$ cat config.mk
export PLATFORM = sky130hd
export DESIGN_NAME = hcbp_outq
export DESIGN_NICKNAME = d
export VERILOG_FILES = /design/src/rtl/hcbp_pkg.sv /design/src/rtl/hcbp_outq.sv
export SDC_FILE = /design/constraint.sdc
export NUM_CORES = 1
export LEC_CHECK = 0
export BUFFER_PORTS_ARGS = -buffer_cell sky130_fd_sc_hd__buf_2
export CAP_MARGIN = 10
export CELL_PAD_IN_SITES_DETAIL_PLACEMENT = 2
export CELL_PAD_IN_SITES_GLOBAL_PLACEMENT = 2
export CORE_MARGIN = 5
export CORE_UTILIZATION = 28
export CTS_BUF_LIST = sky130_fd_sc_hd__clkbuf_16
export CTS_CLUSTER_DIAMETER = 30
export DETAILED_ROUTE_END_ITERATION = 10
export MAX_ROUTING_LAYER = met4
export PLACE_DENSITY = 0.74
export SLEW_MARGIN = 20
export SYNTH_ARGS = -nofsm -noshare
export SYNTH_HDL_FRONTEND = slang
export SYNTH_SLANG_ARGS = --single-unit
$ cat constraint.sdc
create_clock -name clk -period 1.15 [get_ports clk]
set_input_delay 0.0575 -clock clk [delete_from_list [all_inputs] [get_ports clk]]
set_output_delay 0.0575 -clock clk [all_outputs]
set_load 0.1 [all_outputs]
$ cat src/rtl/hcbp_pkg.sv
// Shared types and constants of the Huffman code bit packer.
package hcbp_pkg;

    localparam int MAX_CODE_LEN_DEF = 24;
    localparam int NUM_SYMBOLS_DEF  = 256;
    localparam int STORE_CODE_WIDTH = 24;
    localparam int BYTE_BITS        = 8;
    localparam int REQ_W            = 2;
    localparam int SYM_W            = 8;
    localparam int LEN_W            = 5;
    localparam int PAD_W            = 3;
    localparam int PEND_W           = 7;
    localparam int RUN_BYTES        = 3;
    localparam int RUN_W            = RUN_BYTES * BYTE_BITS;
    localparam int RUN_IDX_W        = 2;
    localparam int ACC_W            = PEND_W + STORE_CODE_WIDTH;
    localparam int ENTRY_W          = STORE_CODE_WIDTH + LEN_W;

    typedef enum logic [REQ_W-1:0] {
        REQ_LOAD   = 2'd0,
        REQ_ENCODE = 2'd1,
        REQ_FLUSH  = 2'd2
    } req_t;

    // lookup stage control
    typedef struct packed {
        logic valid;
        logic flush;
    } s1_t;

    // one run of results handed to the output stage
    typedef struct packed {
        logic                 push;
        logic [RUN_W-1:0]     bytes;
        logic [RUN_IDX_W-1:0] last_idx;
        logic                 flush;
        logic [PAD_W-1:0]     pad;
        logic                 bvalid;
    } run_t;

endpackage

$ cat src/rtl/hcbp_outq.sv
// Output stage: holds one run of up to three results and drains it in order.
module hcbp_outq (
    input  logic                          clk,
    input  logic                          rst_n,
    input  hcbp_pkg::run_t                run,
    output logic                          out_free,
    output logic                          out_valid,
    input  logic                          out_ready,
    output logic [hcbp_pkg::BYTE_BITS-1:0] out_byte,
    output logic                          byte_valid,
    output logic [hcbp_pkg::PAD_W-1:0]    pad_bits,
    output logic                          stream_end,
    output logic                          run_last
);

    logic                           vld_reg;
    logic                           vld_next;
    logic [hcbp_pkg::RUN_IDX_W-1:0] idx_reg;
    logic [hcbp_pkg::RUN_IDX_W-1:0] idx_next;
    hcbp_pkg::run_t                 hold_reg;
    hcbp_pkg::run_t                 hold_next;
    logic                           take;
    logic                           is_last;

    assign take     = vld_reg && out_ready;
    assign is_last  = idx_reg == hold_reg.last_idx;
    assign out_free = !vld_reg || (take && is_last);

    always_comb
    begin
        vld_next  = vld_reg;
        idx_next  = idx_reg;
        hold_next = hold_reg;
        if (run.push)
        begin
            vld_next  = 1'b1;
            idx_next  = '0;
            hold_next = run;
        end
        else if (take)
        begin
            if (is_last)
            begin
                vld_next = 1'b0;
            end
            else
            begin
                idx_next = idx_reg + 2'd1;
            end
        end
    end

    always_ff @(posedge clk or negedge rst_n)
    begin
        if (!rst_n)
        begin
            vld_reg <= 1'b0;
            idx_reg <= '0;
        end
        else
        begin
            vld_reg <= vld_next;
            idx_reg <= idx_next;
        end
    end

    always_ff @(posedge clk)
    begin
        hold_reg <= hold_next;
    end

    always_comb
    begin
        case (idx_reg)
            2'd0:    out_byte = hold_reg.bytes[7:0];
            2'd1:    out_byte = hold_reg.bytes[15:8];
            default: out_byte = hold_reg.bytes[23:16];
        endcase
    end

    assign out_valid  = vld_reg;
    assign byte_valid = hold_reg.bvalid;
    assign pad_bits   = hold_reg.pad;
    assign stream_end = hold_reg.flush;
    assign run_last   = is_last;

endmodule

==> impl_metrics.tcl, run 1 <==
set metrics [dict create \
    setup-violations-final 13 \
    diodes 0 \
    crit_start "idx_reg[0]" \
    fillers 381 \
    rows 24 \
    postLayoutCoreUtil_pct 60.5 \
    io_buffers 50 \
    place_hpwl_mm 2.58 \
    cpLargestDelayFamily "flip-flops" \
    antenna_left 0 \
    grtUsageTotal_pct 16.6 \
    drtIter0Drc 70 \
    p_total_mw 5.43 \
    fin_ws_ps -530 \
    cts_sinks 34 \
    place.gp.congestion 0.655 \
    largest_reg_flops 26 \
    crit_chain "inv_2 > ha_4 > buf_6 > a22oi_2 > nand2_8 > buf_12" \
    pre_cts_slack_ps -325 \
    synth-seq-cells 34 \
    htreeDepth 2 \
    outcome "complete, but fails checks" \
    die_w_um 78.0 \
    arrival_ps 1620 \
    avgSynthCellArea_um2 15.8 \
    fin_crit_sh_pct 146 \
    clk_latency_ps 280 \
    hold_viol_final 0 \
    coreArea_um2 4410 \
    ys_seq_area_share_pct 77.8 \
    drv_slew 0 \
    clk_path_buf_depth 2 \
    leakagePower_nw 1.07 \
    synth_nets 119 \
    start_util_pct 29.3 \
    syn_area_um2 1290 \
    multiInputGateArea_um2 536 \
    fin_area_um2 2670 \
    dieArea_um2 6080 \
    antenna_found_initial 0 \
    critical_path_peak_fanout 4 \
    nNetsFinal 220 \
    r2r_start "idx_reg[0]" \
    synthCells 82 \
    ys.warnings.count 0 \
    grt_pass1_wl_mm 7.15 \
    crit_buf_inv 3 \
    clkTransAtPathRegs_ps 50 \
    violations "setup timing" \
    cts_root_buffer "clkbuf_16" \
    ys_types 17 \
    rsz0062_at_grt "yes" \
    cts_inserted_buffers 5 \
    pin_count 51 \
    viasPerCell 4.47 \
    slowest_delay_ps 410 \
    area_growth_pct 106 \
    cp-end-kind "output pin" \
    hold_class "primary input to asynchronous set/reset pin" \
    place_area_um2 2060 \
    fin_worst_skew_ps 1.65 \
    fmax_mhz 595 \
    peakVddDrop_v 0.00115 \
    worstPathRequired_ps 1090 \
    dr.pass1.iters 5 \
    drive_gt1_share_pct 60.9 \
    cts_tree "built" \
    p_per_area_nw_per_um2 2040 \
    period_minus_slack_ps 1680 \
    slowest_stage "dfrtp_2" \
    gr-total-overflow 0 \
    seq_area_um2 1010 \
    grt_pass1_vias 1320 \
    slew_headroom_pct 66.9 \
    drcViolationCount 0 \
    worstMarginPinSlew_ps 500 \
    drt_wl_total_mm 4.52 \
    critical_path_class "flop to output pin" \
    routedWlPerCell_um 19.2 \
    grt_max_degree 26 \
    max-cap-violations 0 \
    fp.dieH_um 78.0 \
    start_kind "flop" \
    num_vias 1055 \
]
## worst register-to-register path, delay by kind of cell (launching register included)
family                 cells  cell delay (ps)
multiplexers               1              320
flip-flops                 1              440
XOR/XNOR                   1              140
buffers and inverters      3              420
AO/OA/AOI/OAI              1              140
## logic make-up after synthesis
kind of cell	after synthesis	synth area share (%)
compound gates	10	5.90
xor+xnor	2	1.35
fa+ha+maj	2	1.93
buf+inv	7	3.09
flops	34	77.8
mux	2	1.93
simple gates	25	8.03
## what timing repair did
item | CTS | global route
pin swaps | 14 | 4
endpoints found under the setup margin | 13 | 14
gates resized for setup | 16 | 4
setup buffers | 3 | 2
hold endpoints to repair | 34 | 0
hold buffers | 32 | 0
## power by group
part	switching [mW]	leakage (nW)	internal, mW
Sequential	0.0660	0.338	1.47
Clock	0.465	0.0663	0.778
Combinational	1.58	0.661	1.08
Total	2.11	1.07	3.33
## cells in the final DEF, fill, tap and decap left out
cell / instances
and2_4: 1
nor2_4: 1
nand2b_1: 2
ha_4: 2
clkinv_1: 3
a21oi_4: 1
dfrtp_4: 1
nand2_8: 8
a21o_1: 1
nor2_1: 2
clkbuf_16: 5
edfxtp_1: 31
mux2_4: 1
buf_12: 13
buf_4: 8
nand2_4: 1
dlygate4sd3_1: 32
a22oi_2: 8
dfrtp_2: 1
buf_6: 7
mux2i_2: 1
dfrtp_1: 1
inv_2: 2
nand3_2: 1
buf_2: 39
nand2_2: 9
xnor2_4: 2
## Yosys cell counts (all sizes together)
cell type  count  area share (%)
nand2b         2            0.97
ha             2             1.9
and2           1            0.58
a21oi          1            0.68
inv            2            0.58
buf            5             2.5
a21o           1            0.58
mux2i          1            0.77
dfrtp          3             5.8
nand3          1            0.39
xnor2          2             1.4
nor2           3            0.87
nand2         18             5.2
edfxtp        31              72
a22oi          8             4.6
mux2           1             1.2
## stage by stage
step	hold slack [ps]	TNS, ps	std cells
floorplan	-238	-1660	82
global placement	-140	-2800	191
detailed placement	-137	-3500	191
CTS	91.6	-5140	234
global route	107	-6760	236
finish	104	-6000	236
## area by class of cell
| class | count | area share, % |
|---|---|---|
| multi-input cells | 41 | 20.1 |
| repair buffers | 99 | 34.3 |
| well taps | 52 | 2.44 |
| clock inverters | 3 | 0.422 |
| clock buffers | 5 | 4.69 |
| flip-flops and latches | 34 | 37.9 |
| inverters | 2 | 0.281 |
## path summary, 6_finish.rpt
check / to / slack, ps / cells past startpoint
worst max-delay path: out_byte[7] / -530 / 6
worst min-delay path: out_valid / 100 / 2
worst max register to register: idx_reg[0] / -430 / 6
worst min register to register: out_valid / 670 / 2
max in group asynchronous: out_valid / 930 / 2
min in group clk: hold_reg[5] / 170 / 1
## metal layers
layer,GRT usage [%],up-vias,share of wire (%)
li1,-,498,-
met1,17.9,509,40
met2,29.0,44,54
met3,4.51,4,5.1
met4,6.08,0,0.97
met5,-,-,0
No activity file was read; power rests on OpenSTA's default activity.
==> inputs of run 2 (changes only) <==
--- a/config.mk
+++ b/config.mk
@@ -15,7 +15,7 @@
 export CTS_CLUSTER_DIAMETER = 30
 export DETAILED_ROUTE_END_ITERATION = 10
 export MAX_ROUTING_LAYER = met4
-export PLACE_DENSITY = 0.74
+export PLACE_DENSITY_LB_ADDON = 0.1
 export SLEW_MARGIN = 20
 export SYNTH_ARGS = -nofsm -noshare
 export SYNTH_HDL_FRONTEND = slang
==> run 2 against run 1 <==
Effect of this change:
- the run still ends with setup timing left
- largest power group unchanged
- power increased by 1.1%
- first-iteration DRC count decreased by 23%
- largest cell class unchanged
- hold slack improved by 9.8 ps
- cell count is 1.7% higher
- combinational power increased by 2%
- final area is 1.9% higher
- sequential share of layout area is 0.71 points lower
- core utilization is 1.2 points higher
- clock power barely moved
- flip-flop and latch count unchanged
- highest routed layer unchanged
- clock skew about the same
==> impl_metrics.tcl, run 2 (synthesis results as in run 1) <==
set metrics [dict create \
    slowest_delay_ps 390 \
    fp.dieH_um 78.0 \
    place_area_um2 2070 \
    rsz0062_at_grt "yes" \
    cts_tree "built" \
    netSwitchingFraction_pct 38.8 \
    fin_tns_setup_ps -6220 \
    largest_reg_flops 26 \
    rows 24 \
    coreArea_um2 4410 \
    place_hpwl_mm 2.67 \
    internal-power_mw 3.36 \
    clockPowerShare_pct 22.8 \
    leakagePower_nw 1.10 \
    cts_sinks 34 \
    start_kind "flop" \
    period_minus_slack_ps 1700 \
    hold_viol_final 0 \
    drcViolationCount 0 \
    fin_ws_ps -545 \
    violations "setup timing" \
    multiInputGateArea_um2 544 \
    clk_path_buf_depth 2 \
    viasPerCell 4.48 \
    clk_latency_ps 270 \
    fin_crit_sh_pct 147 \
    grt_pass1_wl_mm 7.36 \
    cts_inserted_buffers 5 \
    critical_path_class "flop to output pin" \
    dieArea_um2 6080 \
    grt_pass1_vias 1317 \
    worstPathRequired_ps 1090 \
    p_total_mw 5.50 \
    fin_area_um2 2720 \
    crit_buf_inv 3 \
    pre_cts_slack_ps -274 \
    switchingPower_mw 2.13 \
    pin_count 51 \
    drive_gt1_share_pct 62.2 \
    grtUsageTotal_pct 16.9 \
    reg2regPathDepth 7 \
    area_growth_pct 110 \
    grtUsageMet2_pct 30.8 \
    start_util_pct 29.3 \
    critical_path_depth 6 \
    peakVddDrop_v 0.00110 \
    cp-end-kind "output pin" \
    antenna_found_initial 0 \
    comb_power_share_pct 49.2 \
    seq_area_um2 1010 \
    fmax_mhz 590 \
    dp.cells 192 \
    antenna_left 0 \
    place.gp.congestion 0.723 \
    final_cell_mix "buf_2 (39), dlygate4sd3_1 (32), edfxtp_1 (31)" \
    fin_worst_skew_ps 1.98 \
    diodes 0 \
    fillers 365 \
    max-cap-violations 0 \
    drt_wl_total_mm 4.82 \
    drtIter0Drc 54 \
    grt_max_degree 19 \
    crit_chain "inv_2 > ha_4 > buf_6 > a22oi_2 > nand2_8 > buf_12" \
    hold_class "primary input to asynchronous set/reset pin" \
    grt_util_met3_pct 3.82 \
    gr-total-overflow 0 \
    die_w_um 78.0 \
    layout_commonest_cell "buf_2" \
    arrival_ps 1640 \
    setup-violations-final 13 \
    slew_headroom_pct 66.9 \
    postLayoutCoreUtil_pct 61.6 \
    num_vias 1076 \
    io_buffers 50 \
    dr.pass1.iters 4 \
    slowest_stage "dfrtp_1" \
    htreeDepth 2 \
    outcome "complete, but fails checks" \
    cts_root_buffer "clkbuf_16" \
    critical_path_peak_fanout 4 \
    nNetsFinal 224 \
    clkTransAtPathRegs_ps 50 \
    drv_slew 0 \
    grt_util_met1_pct 18.4 \
    fin_cells 240 \
    cpLargestDelayFamily "flip-flops" \
    grt-busiest-layer "met2" \
    routedWlPerCell_um 20.1 \
    sequentialPowerShare_pct 28.0 \
    worstMarginPinSlew_ps 500 \
    p_per_area_nw_per_um2 2020 \
    whs_ps 114 \
]
run 2: changes by cell type in the layout (fill, tap and decap cells not counted), sizes merged:
cell | before | now
buf | 67 | 71
clkinv | 3 | 2
inv | 2 | 3
run 2: worst paths after layout:
| kind | start | to | slack, ps |
|---|---|---|---|
| worst min register to register | out_valid | out_valid | 700 |
| worst max-delay path | idx_reg[1] | out_byte[6] | -550 |
| max in group asynchronous | rst_n | out_valid | 900 |
| worst min-delay path | rst_n | idx_reg[1] | 110 |
| min in group clk | run[31] | hold_reg[30] | 180 |
| worst max register to register | idx_reg[1] | idx_reg[1] | -420 |
run 2: power by group through the flow:
stage	Clock [mW]	Sequential [mW]	Combinational [mW]
4_1_cts	1.28	1.53	2.60
3_3_place_gp	0	1.54	2.31
3_5_place_dp	0	1.54	2.34
5_1_grt	1.34	1.55	2.81
2_1_floorplan	0	1.61	1.48
6_report	1.25	1.54	2.70
run 2: final cells by class:
cell class                      instances  share of cell area [%]
Sequential cell                        34                    37.1
Timing Repair Buffer                  103                    35.1
Multi-Input combinational cell         41                    20.0
Clock buffer                            5                    4.60
Tap cell                               52                    2.39
Clock inverter                          3                   0.460
Inverter                                2                   0.276
run 2: repair_timing:
action / CTS / global route
resized for setup: 13 / 12
buffers inserted: 5 / 4
endpoints found under the setup margin: 13 / 14
pin swaps: 17 / 12
hold endpoints to repair: 34 / 0
hold buffers: 32 / 0
run 2: metal layers:
layer / routed length [µm] / vias to the layer above
met3: 166 / 4
met4: 34 / 0
li1: - / 503
met5: 0 / -
met2: 2800 / 28
met1: 1820 / 541
