[config.mk]
export PLATFORM = sky130hd
export DESIGN_NAME = hcbp_pack
export DESIGN_NICKNAME = d
export VERILOG_FILES = /design/src/rtl/hcbp_pkg.sv /design/src/rtl/hcbp_pack.sv
export SDC_FILE = /design/constraint.sdc
export NUM_CORES = 1
export LEC_CHECK = 0
export BUFFER_PORTS_ARGS = -buffer_cell sky130_fd_sc_hd__buf_4
export CORE_AREA = 2 2 67 69
export CTS_CLUSTER_SIZE = 16
export DETAILED_ROUTE_END_ITERATION = 7
export DIE_AREA = 0 0 69 71
export PLACE_DENSITY = 0.79
export SLEW_MARGIN = 10
export SYNTH_ARGS = -nofsm -noshare
export SYNTH_HDL_FRONTEND = slang
export SYNTH_SLANG_ARGS = --single-unit
[constraint.sdc]
create_clock -name clk -period 4.5 [get_ports clk]
set_clock_uncertainty 0.15 [all_clocks]
set_input_delay 1.125 -clock clk [delete_from_list [all_inputs] [get_ports clk]]
set_output_delay 1.125 -clock clk [all_outputs]
set_load 0.1 [all_outputs]
[src/rtl/hcbp_pkg.sv]
// Shared types and constants of the Huffman code bit packer.
package hcbp_pkg;

    localparam int MAX_CODE_LEN_DEF = 24;
    localparam int NUM_SYMBOLS_DEF  = 256;
    localparam int STORE_CODE_WIDTH = 24;
    localparam int BYTE_BITS        = 8;
    localparam int REQ_W            = 2;
    localparam int SYM_W            = 8;
    localparam int LEN_W            = 5;
    localparam int PAD_W            = 3;
    localparam int PEND_W           = 7;
    localparam int RUN_BYTES        = 3;
    localparam int RUN_W            = RUN_BYTES * BYTE_BITS;
    localparam int RUN_IDX_W        = 2;
    localparam int ACC_W            = PEND_W + STORE_CODE_WIDTH;
    localparam int ENTRY_W          = STORE_CODE_WIDTH + LEN_W;

    typedef enum logic [REQ_W-1:0] {
        REQ_LOAD   = 2'd0,
        REQ_ENCODE = 2'd1,
        REQ_FLUSH  = 2'd2
    } req_t;

    // lookup stage control
    typedef struct packed {
        logic valid;
        logic flush;
    } s1_t;

    // one run of results handed to the output stage
    typedef struct packed {
        logic                 push;
        logic [RUN_W-1:0]     bytes;
        logic [RUN_IDX_W-1:0] last_idx;
        logic                 flush;
        logic [PAD_W-1:0]     pad;
        logic                 bvalid;
    } run_t;

endpackage

[src/rtl/hcbp_pack.sv]
// Bit packer: merges a looked-up code with the pending bits and forms a run.
module hcbp_pack (
    input  logic                                  clk,
    input  logic                                  rst_n,
    input  hcbp_pkg::s1_t                         s1,
    input  logic [hcbp_pkg::STORE_CODE_WIDTH-1:0] rd_code,
    input  logic [hcbp_pkg::LEN_W-1:0]            rd_len,
    input  logic                                  out_free,
    output logic                                  adv,
    output hcbp_pkg::run_t                        run
);

    logic [hcbp_pkg::PEND_W-1:0] pend_bits_reg;
    logic [hcbp_pkg::PEND_W-1:0] pend_bits_next;
    logic [hcbp_pkg::PAD_W-1:0]  pend_cnt_reg;
    logic [hcbp_pkg::PAD_W-1:0]  pend_cnt_next;
    logic [hcbp_pkg::ACC_W-1:0]  acc;
    logic [hcbp_pkg::LEN_W-1:0]  total;
    logic [hcbp_pkg::RUN_IDX_W-1:0] nbytes;
    logic [hcbp_pkg::PEND_W-1:0] rest;
    logic                        needs_out;
    logic                        has_pend;

    assign acc      = hcbp_pkg::ACC_W'(pend_bits_reg)
                    | (hcbp_pkg::ACC_W'(rd_code) << pend_cnt_reg);
    assign total    = rd_len + {2'b00, pend_cnt_reg};
    assign nbytes   = total[hcbp_pkg::LEN_W-1:hcbp_pkg::PAD_W];
    assign has_pend = pend_cnt_reg != '0;

    always_comb
    begin
        case (nbytes)
            2'd0:    rest = acc[6:0];
            2'd1:    rest = acc[14:8];
            2'd2:    rest = acc[22:16];
            default: rest = acc[30:24];
        endcase
    end

    assign needs_out = s1.flush || (nbytes != '0);
    assign adv       = s1.valid && (!needs_out || out_free);

    always_comb
    begin
        run.push = adv && needs_out;
        if (s1.flush)
        begin
            run.bytes    = hcbp_pkg::RUN_W'(has_pend ? pend_bits_reg : '0);
            run.last_idx = '0;
            run.flush    = 1'b1;
            run.pad      = has_pend ?
                           hcbp_pkg::PAD_W'(hcbp_pkg::BYTE_BITS - int'(pend_cnt_reg)) : '0;
            run.bvalid   = has_pend;
        end
        else
        begin
            run.bytes    = acc[hcbp_pkg::RUN_W-1:0];
            run.last_idx = nbytes - 2'd1;
            run.flush    = 1'b0;
            run.pad      = '0;
            run.bvalid   = 1'b1;
        end
    end

    always_comb
    begin
        pend_bits_next = pend_bits_reg;
        pend_cnt_next  = pend_cnt_reg;
        if (adv)
        begin
            if (s1.flush)
            begin
                pend_bits_next = '0;
                pend_cnt_next  = '0;
            end
            else
            begin
                pend_bits_next = rest;
                pend_cnt_next  = total[hcbp_pkg::PAD_W-1:0];
            end
        end
    end

    always_ff @(posedge clk or negedge rst_n)
    begin
        if (!rst_n)
        begin
            pend_bits_reg <= '0;
            pend_cnt_reg  <= '0;
        end
        else
        begin
            pend_bits_reg <= pend_bits_next;
            pend_cnt_reg  <= pend_cnt_next;
        end
    end

endmodule

==> report_table.html, run 1 <==
<table>
<tr><th>Metric</th><th>Value</th></tr>
<tr><th colspan="2">Logic synthesis</th></tr>
<tr><td>Syn_nets</td><td>306</td></tr>
<tr><td>Portion of netlist area occupied by mux cells</td><td>36.52%</td></tr>
<tr><td>Post-synth design cell area</td><td>2097 µm²</td></tr>
<tr><td>Combinational family with the most area after synthesis</td><td>multiplexers</td></tr>
<tr><td>Largest cells by area after synthesis</td><td>mux2i_1 13%, mux4_2 13%, dfrtp_1 12%, nand2_1 8.2%, mux2_2 7.0%</td></tr>
<tr><td>Per-instance average area after synthesis</td><td>7.884 µm²</td></tr>
<tr><td>Async S/R FF share, synth</td><td>100.0%</td></tr>
<tr><td>Flip-flop cell with the highest count after synthesis</td><td>dfrtp_1</td></tr>
<tr><td>Post-synthesis cell type count</td><td>53</td></tr>
<tr><td>Simple logic cell fraction of the synthesized area</td><td>20.58%</td></tr>
<tr><td>Compound-Gate Fraction of Synth Area</td><td>18.85%</td></tr>
<tr><td>Instance count of the mapped netlist</td><td>266</td></tr>
<tr><td>Fraction of post-synthesis cell area in the top cell type by area</td><td>12.89%</td></tr>
<tr><td>#FFs+latches synth</td><td>10</td></tr>
<tr><td>Number of warnings reported in the yosys synthesis log</td><td>0</td></tr>
<tr><td>Cell type with the highest aggregate area in the netlist</td><td>mux2i_1</td></tr>
<tr><td>Number of enable-type register cells in the synthesized netlist</td><td>0</td></tr>
<tr><td>Adder-cell share of the synthesized area</td><td>3.938%</td></tr>
<tr><td>Share of the synthesized netlist area taken by xor and xnor gates</td><td>0.4177%</td></tr>
<tr><td>Fraction of the yosys area taken by sequential cells</td><td>11.93%</td></tr>
<tr><th colspan="2">Finish</th></tr>
<tr><td>Area of all placed cells without fillers</td><td>2684 µm²</td></tr>
<tr><td>Area growth from synthesis to layout</td><td>27.98%</td></tr>
<tr><td>Total Nets Final</td><td>364</td></tr>
<tr><td>Ratio of cells with drive above 1 in the final layout</td><td>36.22%</td></tr>
<tr><td>Max reg flops</td><td>7</td></tr>
<tr><td>Most frequent cells in the layout</td><td>75 x buf_4, 46 x nand2_1, 27 x mux2i_1, 22 x nor2_1, 21 x a21oi_1</td></tr>
<tr><td>Total inserted antenna cells</td><td>0</td></tr>
<tr><td>Leading cell type in the layout, fill and taps excluded</td><td>buf_4</td></tr>
<tr><td>Finished Core Util</td><td>63.84%</td></tr>
<tr><td>Post-Layout Cell Count</td><td>375</td></tr>
<tr><th colspan="2">Clock network</th></tr>
<tr><td>Root buffer selected by CTS</td><td>clkbuf_8</td></tr>
<tr><td>CTS buffer count</td><td>3</td></tr>
<tr><td>Number of setup buffers added after CTS</td><td>0</td></tr>
<tr><td>CTS tree</td><td>yes</td></tr>
<tr><td>Worst-case clock buffer depth</td><td>2</td></tr>
<tr><td>Clock tree sinks</td><td>10</td></tr>
<tr><td>Clock insertion delay at the later pin of the skew report</td><td>0.24 ns</td></tr>
<tr><td>Clock Pin Slew Worst Setup and Hold Paths</td><td>0.05 ns</td></tr>
<tr><td>Max H-tree Level</td><td>1</td></tr>
<tr><th colspan="2">Outcome</th></tr>
<tr><td>Run status</td><td>finished clean</td></tr>
<tr><th colspan="2">Drt</th></tr>
<tr><td>Total DRC errors in the routed layout</td><td>0</td></tr>
<tr><td>Avg Vias per Cell</td><td>6.123</td></tr>
<tr><td>Antenna Nets Post-Route</td><td>0</td></tr>
<tr><td>1st-iter DRT viols</td><td>201</td></tr>
<tr><td>Drt pass-1 iters</td><td>4</td></tr>
<tr><td>Average wire length per cell after detail routing</td><td>16.83 µm</td></tr>
<tr><td>Count of vias placed by the detailed router</td><td>2296</td></tr>
<tr><td>Total Routed Length</td><td>6311 µm</td></tr>
<tr><th colspan="2">Timing</th></tr>
<tr><td>Actual slew at the worst max-slew pin</td><td>0.4954 ns</td></tr>
<tr><td>Number of max-slew violations in the final report</td><td>0</td></tr>
<tr><td>Normalized max-slew margin</td><td>66.97%</td></tr>
<tr><td>Worst hold slack after final layout</td><td>0.3628 ns</td></tr>
<tr><td>Shortest clock period the worst path allows after layout</td><td>4.302 ns</td></tr>
<tr><td>Final worst-path setup slack</td><td>0.1980 ns</td></tr>
<tr><td>Unrepaired setup endpoints after global routing</td><td>false</td></tr>
<tr><td>Hold violation total from the final report</td><td>0</td></tr>
<tr><td>Fmax achieved</td><td>232.4 MHz</td></tr>
<tr><td>Final total negative setup slack</td><td>0 ns</td></tr>
<tr><td>Final number of setup-violating endpoints</td><td>0</td></tr>
<tr><td>Post-route fraction of the period consumed by the critical path</td><td>95.60%</td></tr>
<tr><th colspan="2">Floorplan</th></tr>
<tr><td>Effective utilization at floorplan</td><td>49.88%</td></tr>
<tr><td>I/O pin total</td><td>67</td></tr>
<tr><td>Cell Rows</td><td>24</td></tr>
<tr><td>Total Die Area</td><td>4899 µm²</td></tr>
<tr><td>Placeable core region</td><td>4204 µm²</td></tr>
<tr><td>Chip Height</td><td>71 µm</td></tr>
<tr><td>Die width</td><td>69 µm</td></tr>
<tr><th colspan="2">Global route</th></tr>
<tr><td>Antenna violations before repair</td><td>0</td></tr>
<tr><td>First-pass GRT wire length</td><td>10670 µm</td></tr>
<tr><td>Total GRT Usage</td><td>26.28%</td></tr>
<tr><td>Via count of the first global-routing pass</td><td>2165</td></tr>
<tr><td>Total global routing overflow</td><td>0</td></tr>
<tr><td>Largest net degree at the start of global routing</td><td>41</td></tr>
<tr><th colspan="2">Power and ir drop</th></tr>
<tr><td>Final Total Pwr</td><td>1.888 mW</td></tr>
<tr><td>IR Drop Worst-Case VDD</td><td>0.0003634 V</td></tr>
<tr><td>Static Leakage</td><td>1.177 nW</td></tr>
<tr><td>Power per unit of standard cell area</td><td>703.7 nW/µm²</td></tr>
<tr><th colspan="2">Place</th></tr>
<tr><td>Total placed cells including tap cells</td><td>371</td></tr>
<tr><td>Area after detailed placement</td><td>2624 µm²</td></tr>
<tr><td>Setup slack at placement</td><td>0.1213 ns</td></tr>
<tr><td>Number of I/O port buffers</td><td>66</td></tr>
<tr><td>Routability congestion estimate</td><td>0.8826</td></tr>
<tr><td>HPWL after DPL</td><td>4926 µm</td></tr>
<tr><th colspan="2">Setup path</th></tr>
<tr><td>Critical path peak fanout</td><td>4</td></tr>
<tr><td>Cell occurring most often along the worst timing path</td><td>buf_4</td></tr>
<tr><td>Highest-delay cell along the critical path</td><td>fa_1</td></tr>
<tr><td>Crit path cell chain</td><td>buf_4 &gt; ha_1 &gt; fa_1 &gt; a21oi_1 &gt; or3_1 &gt; o211a_1 &gt; a22oi_2 &gt; a21oi_2 &gt; buf_4</td></tr>
<tr><td>Delay-heaviest family, CP</td><td>compound AO/OA/AOI/OAI gates</td></tr>
<tr><td>Critical register-to-register path startpoint</td><td>pend_cnt_reg[0]</td></tr>
<tr><td>Required arrival time at the worst endpoint</td><td>3.22 ns</td></tr>
<tr><td>R2r setup slk</td><td>1.93 ns</td></tr>
<tr><td>CP Buf/Inv Count</td><td>2</td></tr>
<tr><td>CP arrival</td><td>3.03 ns</td></tr>
<tr><td>Crit end category</td><td>output port</td></tr>
<tr><td>CP Launch Point</td><td>rd_len[0]</td></tr>
<tr><td>Maximum single-stage delay on the critical path</td><td>0.41 ns</td></tr>
<tr><td>Worst setup path category</td><td>primary input to output port</td></tr>
<tr><td>Launching element type of the critical path</td><td>primary input</td></tr>
<tr><th colspan="2">Min path</th></tr>
<tr><td>Worst hold path class</td><td>flip-flop to flip-flop</td></tr>
<tr><td>Hold path startpoint</td><td>pend_bits_reg[3]</td></tr>
<tr><th colspan="2">Run</th></tr>
<tr><td>Reported max-cap violation count</td><td>0</td></tr>
</table>
[synth_stat cells (3+ instances only)]
master and n:
nand2_1 46, mux2i_1 27, a21oi_1 23, nor2_1 23, mux2_2 13, mux4_2 12, dfrtp_1 10, buf_2 9
mux2_1 7, clkbuf_1 6, o21ai_0 6, ha_1 5, inv_1 5, nand2b_1 5, nand3_1 5, nor3_1 5
a211oi_1 4, o21ai_1 4, a31oi_1 3, and2_1 3, buf_4 3, inv_2 3, o22ai_1 3
[metal layers]
metal,track usage (%),vias to the layer above,wire (µm)
met5,0,-,0
met4,3.922,0,46
met3,3.276,8,557
met2,43.48,105,3064
met1,37.84,1081,2643
li1,-,1102,-
[tightest hold or removal path, stage by stage (launching register included)]
cell	delay [ns]
dfrtp_1	0.36
nand2_1	0.06
o31ai_1	0.06
[worst paths after layout]
path / to / cells after the start
setup / recovery: run[31] / 9
hold / removal: pend_bits_reg[3] / 2
setup reg to reg: pend_bits_reg[1] / 8
hold reg to reg: pend_bits_reg[3] / 2
max in group asynchronous: pend_bits_reg[2] / 1
min in group asynchronous: pend_bits_reg[4] / 1
[power breakdown]
part | total (mW) | internal, mW | switching (mW) | leakage [nW]
Combinational | 1.63 | 0.483 | 1.14 | 1.02
Clock | 0.113 | 0.0770 | 0.0361 | 0.0288
Sequential | 0.150 | 0.120 | 0.0303 | 0.131
Total | 1.89 | 0.680 | 1.21 | 1.18
[layout make-up]
type | count | area, µm²
sequential | 10 | 250.2
fill | 393 | 1520
tap | 52 | 65.06
multi-input combinational | 225 | 1717
inverter | 9 | 33.78
clock buffer | 4 | 55.05
timing repair buffer | 75 | 563.0
[cell families (layout without fill, tap and decap cells)]
group                    count (synthesis)  after routing
AND/OR/NAND/NOR                         98             98
multiplexers                            59             59
buffers and inverters                   31             88
AO/OA/AOI/OAI                           61             61
adder cells (fa/ha/maj)                  6              6
flip-flops                              10             10
XOR/XNOR                                 1              1
[what timing repair did]
action,CTS,global route
gates resized for setup,0,1
endpoints found under the setup margin,0,1
hold buffers,0,0
No activity file was read; power rests on OpenSTA's default activity.
==> run 2, diff against run 1 <==
ABC_AREA = 1   (was not set)
CORE_AREA = 2 2 66 68   (was 2 2 67 69)
DIE_AREA = 0 0 68 70   (was 0 0 69 71)
PLACE_DENSITY = 0.8   (was 0.79)
==> run 2 against run 1 <==
  * Synthesized area fell by 1.8%
  * Clock power about the same
  * Worst hold slack got worse by 0.012 ns
  * Combinational power shrank 12%
  * Synthesized cell count increased by 44%
  * Sequential share of layout area grew 0.39 points
  * Non-clock buffer count down 3
  * Critical path depth up 4
  * Register-to-register slack better by 0.03 ns
  * Power fell by 10%
  * Fmax is 0.62% higher
  * Cell count increased by 30%
  * Critical path type unchanged
  * Largest cell class unchanged
  * Largest power group unchanged
  * Highest routed layer unchanged
==> report_table.html, run 2 <==
<table>
<tr><th>Metric</th><th>Value</th></tr>
<tr><th colspan="2">Place</th></tr>
<tr><td>Area after detailed placement</td><td>2520 µm²</td></tr>
<tr><td>Routability congestion estimate</td><td>0.8756</td></tr>
<tr><td>HPWL after DPL</td><td>4792 µm</td></tr>
<tr><td>Setup slack at placement</td><td>0.2212 ns</td></tr>
<tr><td>Number of I/O port buffers</td><td>66</td></tr>
<tr><td>Total placed cells including tap cells</td><td>485</td></tr>
<tr><th colspan="2">Logic synthesis</th></tr>
<tr><td>Per-instance average area after synthesis</td><td>5.388 µm²</td></tr>
<tr><td>Fraction of the yosys area taken by sequential cells</td><td>12.16%</td></tr>
<tr><td>Async S/R FF share, synth</td><td>100.0%</td></tr>
<tr><td>Commonest cells in the netlist</td><td>149 x nand2_1, 97 x nand3_1, 23 x a21oi_1</td></tr>
<tr><td>Dominant cell by count in the synthesized netlist</td><td>nand2_1</td></tr>
<tr><td>Post-synth design cell area</td><td>2058 µm²</td></tr>
<tr><td>Post-synthesis cell type count</td><td>31</td></tr>
<tr><td>Syn_nets</td><td>422</td></tr>
<tr><td>Fraction of post-synthesis cell area in the top cell type by area</td><td>27.17%</td></tr>
<tr><td>Cell type with the highest aggregate area in the netlist</td><td>nand2_1</td></tr>
<tr><td>Flip-flop cell with the highest count after synthesis</td><td>dfrtp_1</td></tr>
<tr><td>#FFs+latches synth</td><td>10</td></tr>
<tr><td>Number of enable-type register cells in the synthesized netlist</td><td>0</td></tr>
<tr><td>Instance count of the mapped netlist</td><td>382</td></tr>
<tr><td>Number of warnings reported in the yosys synthesis log</td><td>0</td></tr>
<tr><td>Largest cells by area after synthesis</td><td>nand2_1 27%, nand3_1 24%, dfrtp_1 12%, a21oi_1 5.6%, buf_6 3.3%</td></tr>
<tr><th colspan="2">Drt</th></tr>
<tr><td>1st-iter DRT viols</td><td>251</td></tr>
<tr><td>Count of vias placed by the detailed router</td><td>2695</td></tr>
<tr><td>Drt pass-1 iters</td><td>5</td></tr>
<tr><td>Avg Vias per Cell</td><td>5.511</td></tr>
<tr><td>Average wire length per cell after detail routing</td><td>12.82 µm</td></tr>
<tr><td>Total DRC errors in the routed layout</td><td>0</td></tr>
<tr><td>Total Routed Length</td><td>6269 µm</td></tr>
<tr><td>Antenna Nets Post-Route</td><td>0</td></tr>
<tr><th colspan="2">Finish</th></tr>
<tr><td>Max reg flops</td><td>7</td></tr>
<tr><td>Area of all placed cells without fillers</td><td>2575 µm²</td></tr>
<tr><td>Total inserted antenna cells</td><td>0</td></tr>
<tr><td>Total Nets Final</td><td>478</td></tr>
<tr><td>Leading cell type in the layout, fill and taps excluded</td><td>nand2_1</td></tr>
<tr><td>Finished Core Util</td><td>62.14%</td></tr>
<tr><td>Number of fill cells</td><td>433</td></tr>
<tr><td>Post-Layout Cell Count</td><td>489</td></tr>
<tr><td>Sequential cell area in the final layout</td><td>250.2 µm²</td></tr>
<tr><td>Combined area of the multi-input logic cells</td><td>1569 µm²</td></tr>
<tr><td>Ratio of cells with drive above 1 in the final layout</td><td>22.43%</td></tr>
<tr><td>Most frequent cells in the layout</td><td>149 x nand2_1, 97 x nand3_1, 72 x buf_4, 23 x a21oi_1, 16 x inv_1</td></tr>
<tr><td>Area growth from synthesis to layout</td><td>25.11%</td></tr>
<tr><th colspan="2">Setup path</th></tr>
<tr><td>Critical register-to-register path startpoint</td><td>pend_cnt_reg[1]</td></tr>
<tr><td>R2r setup slk</td><td>1.96 ns</td></tr>
<tr><td>Crit end category</td><td>output port</td></tr>
<tr><td>Highest-delay cell along the critical path</td><td>fa_1</td></tr>
<tr><td>Capture point of the critical path</td><td>run[31]</td></tr>
<tr><td>Launching element type of the critical path</td><td>primary input</td></tr>
<tr><td>Maximum single-stage delay on the critical path</td><td>0.42 ns</td></tr>
<tr><td>Capture point of the worst reg-to-reg path</td><td>pend_bits_reg[3]</td></tr>
<tr><td>CP arrival</td><td>3.00 ns</td></tr>
<tr><td>Worst r2r path cells</td><td>11</td></tr>
<tr><td>Required arrival time at the worst endpoint</td><td>3.22 ns</td></tr>
<tr><td>CP Launch Point</td><td>rd_len[0]</td></tr>
<tr><td>Critical path peak fanout</td><td>5</td></tr>
<tr><td>Worst setup path category</td><td>primary input to output port</td></tr>
<tr><td>Crit path cell chain</td><td>buf_4 &gt; ha_1 &gt; fa_1 &gt; nand3_1 &gt; nand3b_1 &gt; nand2_4 &gt; nand3_2 &gt; nand2_2 &gt; nand2_4 &gt; inv_4 &gt; nand2_1 &gt; clkinvlp_4 &gt; buf_4</td></tr>
<tr><th colspan="2">Clock network</th></tr>
<tr><td>Clock insertion delay at the later pin of the skew report</td><td>0.24 ns</td></tr>
<tr><td>CTS buffer count</td><td>3</td></tr>
<tr><td>Number of setup buffers added after CTS</td><td>0</td></tr>
<tr><td>Clock tree sinks</td><td>10</td></tr>
<tr><td>Post_cts resized</td><td>0</td></tr>
<tr><td>Root buffer selected by CTS</td><td>clkbuf_8</td></tr>
<tr><td>Worst-case clock buffer depth</td><td>2</td></tr>
<tr><td>Clock Pin Slew Worst Setup and Hold Paths</td><td>0.04 ns</td></tr>
<tr><td>Max H-tree Level</td><td>1</td></tr>
<tr><td>Post-cts hold buffer count</td><td>0</td></tr>
<tr><td>CTS tree</td><td>yes</td></tr>
<tr><th colspan="2">Global route</th></tr>
<tr><td>Total global routing overflow</td><td>0</td></tr>
<tr><td>Antenna violations before repair</td><td>0</td></tr>
<tr><td>First-pass GRT wire length</td><td>10530 µm</td></tr>
<tr><td>Total GRT Usage</td><td>27.22%</td></tr>
<tr><td>Via count of the first global-routing pass</td><td>2448</td></tr>
<tr><td>Largest net degree at the start of global routing</td><td>30</td></tr>
<tr><th colspan="2">Timing</th></tr>
<tr><td>Worst hold slack after final layout</td><td>0.3506 ns</td></tr>
<tr><td>Normalized max-slew margin</td><td>55.26%</td></tr>
<tr><td>Number of max-slew violations in the final report</td><td>0</td></tr>
<tr><td>Final number of setup-violating endpoints</td><td>0</td></tr>
<tr><td>Actual slew at the worst max-slew pin</td><td>0.6711 ns</td></tr>
<tr><td>Post-route fraction of the period consumed by the critical path</td><td>95.01%</td></tr>
<tr><td>Unrepaired setup endpoints after global routing</td><td>false</td></tr>
<tr><td>Fmax achieved</td><td>233.9 MHz</td></tr>
<tr><td>Final total negative setup slack</td><td>0 ns</td></tr>
<tr><td>Shortest clock period the worst path allows after layout</td><td>4.275 ns</td></tr>
<tr><td>Final worst-path setup slack</td><td>0.2246 ns</td></tr>
<tr><td>Hold violation total from the final report</td><td>0</td></tr>
<tr><th colspan="2">Floorplan</th></tr>
<tr><td>Chip Height</td><td>70 µm</td></tr>
<tr><td>Die width</td><td>68 µm</td></tr>
<tr><td>I/O pin total</td><td>67</td></tr>
<tr><td>Effective utilization at floorplan</td><td>49.67%</td></tr>
<tr><td>Cell Rows</td><td>24</td></tr>
<tr><td>Total Die Area</td><td>4760 µm²</td></tr>
<tr><td>Placeable core region</td><td>4144 µm²</td></tr>
<tr><th colspan="2">Run</th></tr>
<tr><td>Reported max-cap violation count</td><td>0</td></tr>
<tr><th colspan="2">Power and ir drop</th></tr>
<tr><td>IR Drop Worst-Case VDD</td><td>0.0005648 V</td></tr>
<tr><td>Power per unit of standard cell area</td><td>659.5 nW/µm²</td></tr>
<tr><td>Static Leakage</td><td>1.398 nW</td></tr>
<tr><td>Final Total Pwr</td><td>1.698 mW</td></tr>
<tr><th colspan="2">Outcome</th></tr>
<tr><td>Run status</td><td>finished clean</td></tr>
<tr><th colspan="2">Min path</th></tr>
<tr><td>Worst hold path class</td><td>flip-flop to flip-flop</td></tr>
</table>
[run 2: cell count changes in the layout (fill, tap and decap cells not counted), moves of 4 or more]
cell and delta:
o21ai_0 +5, nand3_1 +92, nand2_2 +5, nand2_1 +103, mux2_2 -13, nand2b_1 -5
nor3_1 -4, mux2_1 -7, inv_1 +11, mux2i_1 -27, mux4_2 -12, a211oi_1 -4
nor2_1 -7
[run 2: layout make-up]
class                   count  share of cell area [%]
well taps                  52                   2.527
flip-flops and latches     10                   9.718
clock buffers               4                   2.138
inverters                  23                   3.693
repair buffers             72                   20.99
multi-input cells         328                   60.93
[run 2: worst max-delay path: cells and delay by family]
| kind | cells | cell delay (ns) |
|---|---|---|
| buf+inv | 4 | 0.50 |
| fa+ha+maj | 2 | 0.65 |
| simple gates | 7 | 0.72 |
[run 2: power breakdown]
group / switching [mW] / internal [mW]
registers: 0.0305 / 0.115
logic: 1.09 / 0.344
clock network: 0.0374 / 0.0771
[run 2: how the worst min path moves through the flow]
stage | from | endpoint | slack, ns | cells past startpoint
6_report | pend_bits_reg[6] | pend_bits_reg[6] | 0.35 | 2
5_1_grt | pend_bits_reg[5] | pend_bits_reg[5] | 0.36 | 2
4_1_cts | pend_bits_reg[5] | pend_bits_reg[5] | 0.35 | 2
3_5_place_dp | pend_bits_reg[5] | pend_bits_reg[5] | 0.34 | 2
3_3_place_gp | pend_bits_reg[6] | pend_bits_reg[6] | 0.33 | 2
2_1_floorplan | pend_bits_reg[6] | pend_bits_reg[6] | 0.31 | 2
[run 2: layer usage]
metal	track usage, %	vias to the layer above	wire, µm
li1	-	1374	-
met1	37.96	1210	2823
met2	46.06	106	3030
met3	1.288	5	373
met4	5.111	0	42
met5	0	-	0
[run 2: cells by family (layout without fill, tap and decap cells)]
logic type,after synthesis,after routing,synth area share [%]
and+or+nand+nor,278,278,60.24
buffers and inverters,44,99,11.85
AOI/OAI and AO/OA,43,43,11.31
DFF,10,10,12.16
adders and majority gates,6,6,4.012
xor gates and xnor gates,1,1,0.4256
==> run 3, diff against run 2 <==
REMOVE_ABC_BUFFERS = 1   (was not set)
==> run 3 against run 2 <==
  * Highest routed layer unchanged
  * Clock-buffer cell count unchanged
  * Fmax increased by 1.2%
  * First-iteration DRC count shrank 6.8%
  * Critical path depth unchanged
  * Power shrank 0.37%
  * Worst hold slack got worse by 0.0029 ns
  * Setup slack gained 0.049 ns
  * Routed wire length shrank 1.5%
  * Combinational power hardly changed
  * Core utilization decreased by 0.091 points
  * Register-to-register slack better by 0.17 ns
  * Sequential power fell by 6%
==> report_table.html, run 3 (synthesized netlist as in run 2, its figures left out) <==
<table>
<tr><th>Metric</th><th>Value</th></tr>
<tr><th colspan="2">Drt</th></tr>
<tr><td>Total Routed Length</td><td>6176 µm</td></tr>
<tr><td>Count of vias placed by the detailed router</td><td>2696</td></tr>
<tr><td>Amount of wire on met3 after detailed routing</td><td>438 µm</td></tr>
<tr><td>Sum of routed wire segments on met1</td><td>2654 µm</td></tr>
<tr><td>Total DRC errors in the routed layout</td><td>0</td></tr>
<tr><td>Drt pass-1 iters</td><td>5</td></tr>
<tr><td>1st-iter DRT viols</td><td>234</td></tr>
<tr><td>Avg Vias per Cell</td><td>5.502</td></tr>
<tr><td>Average wire length per cell after detail routing</td><td>12.60 µm</td></tr>
<tr><td>Antenna Nets Post-Route</td><td>0</td></tr>
<tr><td>DR WL met2</td><td>3018 µm</td></tr>
<tr><td>Top routing layer in use</td><td>met4</td></tr>
<tr><th colspan="2">Clock network</th></tr>
<tr><td>Clock tree sinks</td><td>10</td></tr>
<tr><td>Post-cts hold buffer count</td><td>0</td></tr>
<tr><td>Worst-case clock buffer depth</td><td>2</td></tr>
<tr><td>Clock Pin Slew Worst Setup and Hold Paths</td><td>0.05 ns</td></tr>
<tr><td>Number of setup buffers added after CTS</td><td>0</td></tr>
<tr><td>CTS tree</td><td>yes</td></tr>
<tr><td>Root buffer selected by CTS</td><td>clkbuf_8</td></tr>
<tr><td>Post_cts resized</td><td>0</td></tr>
<tr><td>Max H-tree Level</td><td>1</td></tr>
<tr><td>Clock insertion delay at the later pin of the skew report</td><td>0.24 ns</td></tr>
<tr><td>CTS buffer count</td><td>3</td></tr>
<tr><th colspan="2">Finish</th></tr>
<tr><td>Total Nets Final</td><td>479</td></tr>
<tr><td>Sequential cell area in the final layout</td><td>250.2 µm²</td></tr>
<tr><td>Number of fill cells</td><td>433</td></tr>
<tr><td>Max reg flops</td><td>7</td></tr>
<tr><td>Leading cell type in the layout, fill and taps excluded</td><td>nand2_1</td></tr>
<tr><td>Area of all placed cells without fillers</td><td>2571 µm²</td></tr>
<tr><td>Combined area of the multi-input logic cells</td><td>1564 µm²</td></tr>
<tr><td>Area growth from synthesis to layout</td><td>24.92%</td></tr>
<tr><td>Most frequent cells in the layout</td><td>149 x nand2_1, 97 x nand3_1, 73 x buf_4, 23 x a21oi_1, 17 x inv_1</td></tr>
<tr><td>Ratio of cells with drive above 1 in the final layout</td><td>22.15%</td></tr>
<tr><td>Finished Core Util</td><td>62.05%</td></tr>
<tr><td>Total inserted antenna cells</td><td>0</td></tr>
<tr><th colspan="2">Floorplan</th></tr>
<tr><td>Effective utilization at floorplan</td><td>49.67%</td></tr>
<tr><td>Chip Height</td><td>70 µm</td></tr>
<tr><td>Total Die Area</td><td>4760 µm²</td></tr>
<tr><td>I/O pin total</td><td>67</td></tr>
<tr><td>Cell Rows</td><td>24</td></tr>
<tr><td>Placeable core region</td><td>4144 µm²</td></tr>
<tr><td>Die width</td><td>68 µm</td></tr>
<tr><th colspan="2">Setup path</th></tr>
<tr><td>CP arrival</td><td>2.95 ns</td></tr>
<tr><td>CP Launch Point</td><td>rd_len[0]</td></tr>
<tr><td>Crit path cell chain</td><td>buf_4 &gt; ha_1 &gt; fa_1 &gt; nand3_1 &gt; nand3b_1 &gt; nand2_4 &gt; nand3_2 &gt; nand2_2 &gt; nand2_4 &gt; inv_2 &gt; nand2_1 &gt; inv_1 &gt; buf_4</td></tr>
<tr><td>Highest-delay cell along the critical path</td><td>fa_1</td></tr>
<tr><td>CP Buf/Inv Count</td><td>4</td></tr>
<tr><td>Required arrival time at the worst endpoint</td><td>3.22 ns</td></tr>
<tr><td>Critical register-to-register path startpoint</td><td>pend_cnt_reg[0]</td></tr>
<tr><td>Delay-heaviest family, CP</td><td>simple AND/OR/NAND/NOR gates</td></tr>
<tr><td>Worst setup path category</td><td>primary input to output port</td></tr>
<tr><td>Crit end category</td><td>output port</td></tr>
<tr><td>Launching element type of the critical path</td><td>primary input</td></tr>
<tr><td>Critical path peak fanout</td><td>5</td></tr>
<tr><td>Maximum single-stage delay on the critical path</td><td>0.41 ns</td></tr>
<tr><th colspan="2">Global route</th></tr>
<tr><td>Total global routing overflow</td><td>0</td></tr>
<tr><td>Total GRT Usage</td><td>26.77%</td></tr>
<tr><td>First-pass GRT wire length</td><td>10200 µm</td></tr>
<tr><td>Via count of the first global-routing pass</td><td>2356</td></tr>
<tr><td>Largest net degree at the start of global routing</td><td>30</td></tr>
<tr><td>Antenna violations before repair</td><td>0</td></tr>
<tr><th colspan="2">Place</th></tr>
<tr><td>Setup slack at placement</td><td>0.2656 ns</td></tr>
<tr><td>Routability congestion estimate</td><td>0.8837</td></tr>
<tr><td>HPWL after DPL</td><td>4599 µm</td></tr>
<tr><td>Area after detailed placement</td><td>2516 µm²</td></tr>
<tr><td>Number of I/O port buffers</td><td>66</td></tr>
<tr><th colspan="2">Timing</th></tr>
<tr><td>Fmax achieved</td><td>236.6 MHz</td></tr>
<tr><td>Hold violation total from the final report</td><td>0</td></tr>
<tr><td>Unrepaired setup endpoints after global routing</td><td>false</td></tr>
<tr><td>Final worst-path setup slack</td><td>0.2740 ns</td></tr>
<tr><td>Worst hold slack after final layout</td><td>0.3477 ns</td></tr>
<tr><td>Final number of setup-violating endpoints</td><td>0</td></tr>
<tr><td>Post-route fraction of the period consumed by the critical path</td><td>93.91%</td></tr>
<tr><td>Actual slew at the worst max-slew pin</td><td>0.3227 ns</td></tr>
<tr><td>Normalized max-slew margin</td><td>78.49%</td></tr>
<tr><td>Number of max-slew violations in the final report</td><td>0</td></tr>
<tr><td>Shortest clock period the worst path allows after layout</td><td>4.226 ns</td></tr>
<tr><th colspan="2">Power and ir drop</th></tr>
<tr><td>Final Total Pwr</td><td>1.692 mW</td></tr>
<tr><td>Static Leakage</td><td>1.409 nW</td></tr>
<tr><td>IR Drop Worst-Case VDD</td><td>0.0004529 V</td></tr>
<tr><td>Power per unit of standard cell area</td><td>658.0 nW/µm²</td></tr>
<tr><th colspan="2">Min path</th></tr>
<tr><td>Worst hold path class</td><td>flip-flop to flip-flop</td></tr>
<tr><td>Hold path startpoint</td><td>pend_bits_reg[5]</td></tr>
<tr><th colspan="2">Run</th></tr>
<tr><td>Reported max-cap violation count</td><td>0</td></tr>
<tr><th colspan="2">Outcome</th></tr>
<tr><td>Run status</td><td>finished clean</td></tr>
</table>
-- run 3: cell types whose count changed in the layout (fill, tap and decap cells not counted), sizes merged --
cell      previous run  this run
clkinvlp             1         0
buf                 72        73
inv                 20        21
-- run 3: path summary, 6_finish.rpt --
check / end / slack (ns) / depth (start not counted)
worst min register to register: pend_bits_reg[5] / 0.35 / 2
max in group asynchronous: pend_cnt_reg[2] / 3.51 / 1
worst max-delay path: run[31] / 0.27 / 13
worst max register to register: pend_bits_reg[3] / 2.13 / 12
min in group asynchronous: pend_bits_reg[2] / 0.55 / 1
worst min-delay path: pend_bits_reg[5] / 0.35 / 2
-- run 3: power breakdown --
group	leakage, nW	switching (mW)	internal [mW]	total, mW
clock	0.0288	0.0382	0.0771	0.115
combinational	1.25	1.10	0.345	1.44
sequential	0.132	0.0215	0.115	0.137
-- run 3: worst reg2reg max path, cell delays in order, from the launching register on --
cell and delay (ns):
dfrtp_1 0.42, ha_1 0.24, fa_1 0.41, nand3_1 0.13
nand3b_1 0.12, nand2_4 0.14, nand3_2 0.12, nand2_2 0.10
nand2_4 0.05, buf_4 0.20, nor2_1 0.13, nand2_1 0.07
nand2_1 0.05
-- run 3: per-stage QoR --
step / TNS [ns] / cells
6_report: 0 / 490
3_5_place_dp: 0 / 486
3_3_place_gp: 0 / 486
4_1_cts: 0 / 490
2_1_floorplan: -3.936 / 361
5_1_grt: 0 / 490
-- run 3: area by class of cell --
type | count | area share [%]
Sequential cell | 10 | 9.732
Clock buffer | 4 | 2.141
Inverter | 23 | 3.455
Multi-Input combinational cell | 328 | 60.83
Timing Repair Buffer | 73 | 21.31
Tap cell | 52 | 2.530
-- run 3: metal layers --
layer	track usage (%)	vias to the layer above
met4	5.556	0
met5	0	-
met2	44.98	102
met3	2.093	7
met1	36.95	1212
li1	-	1375
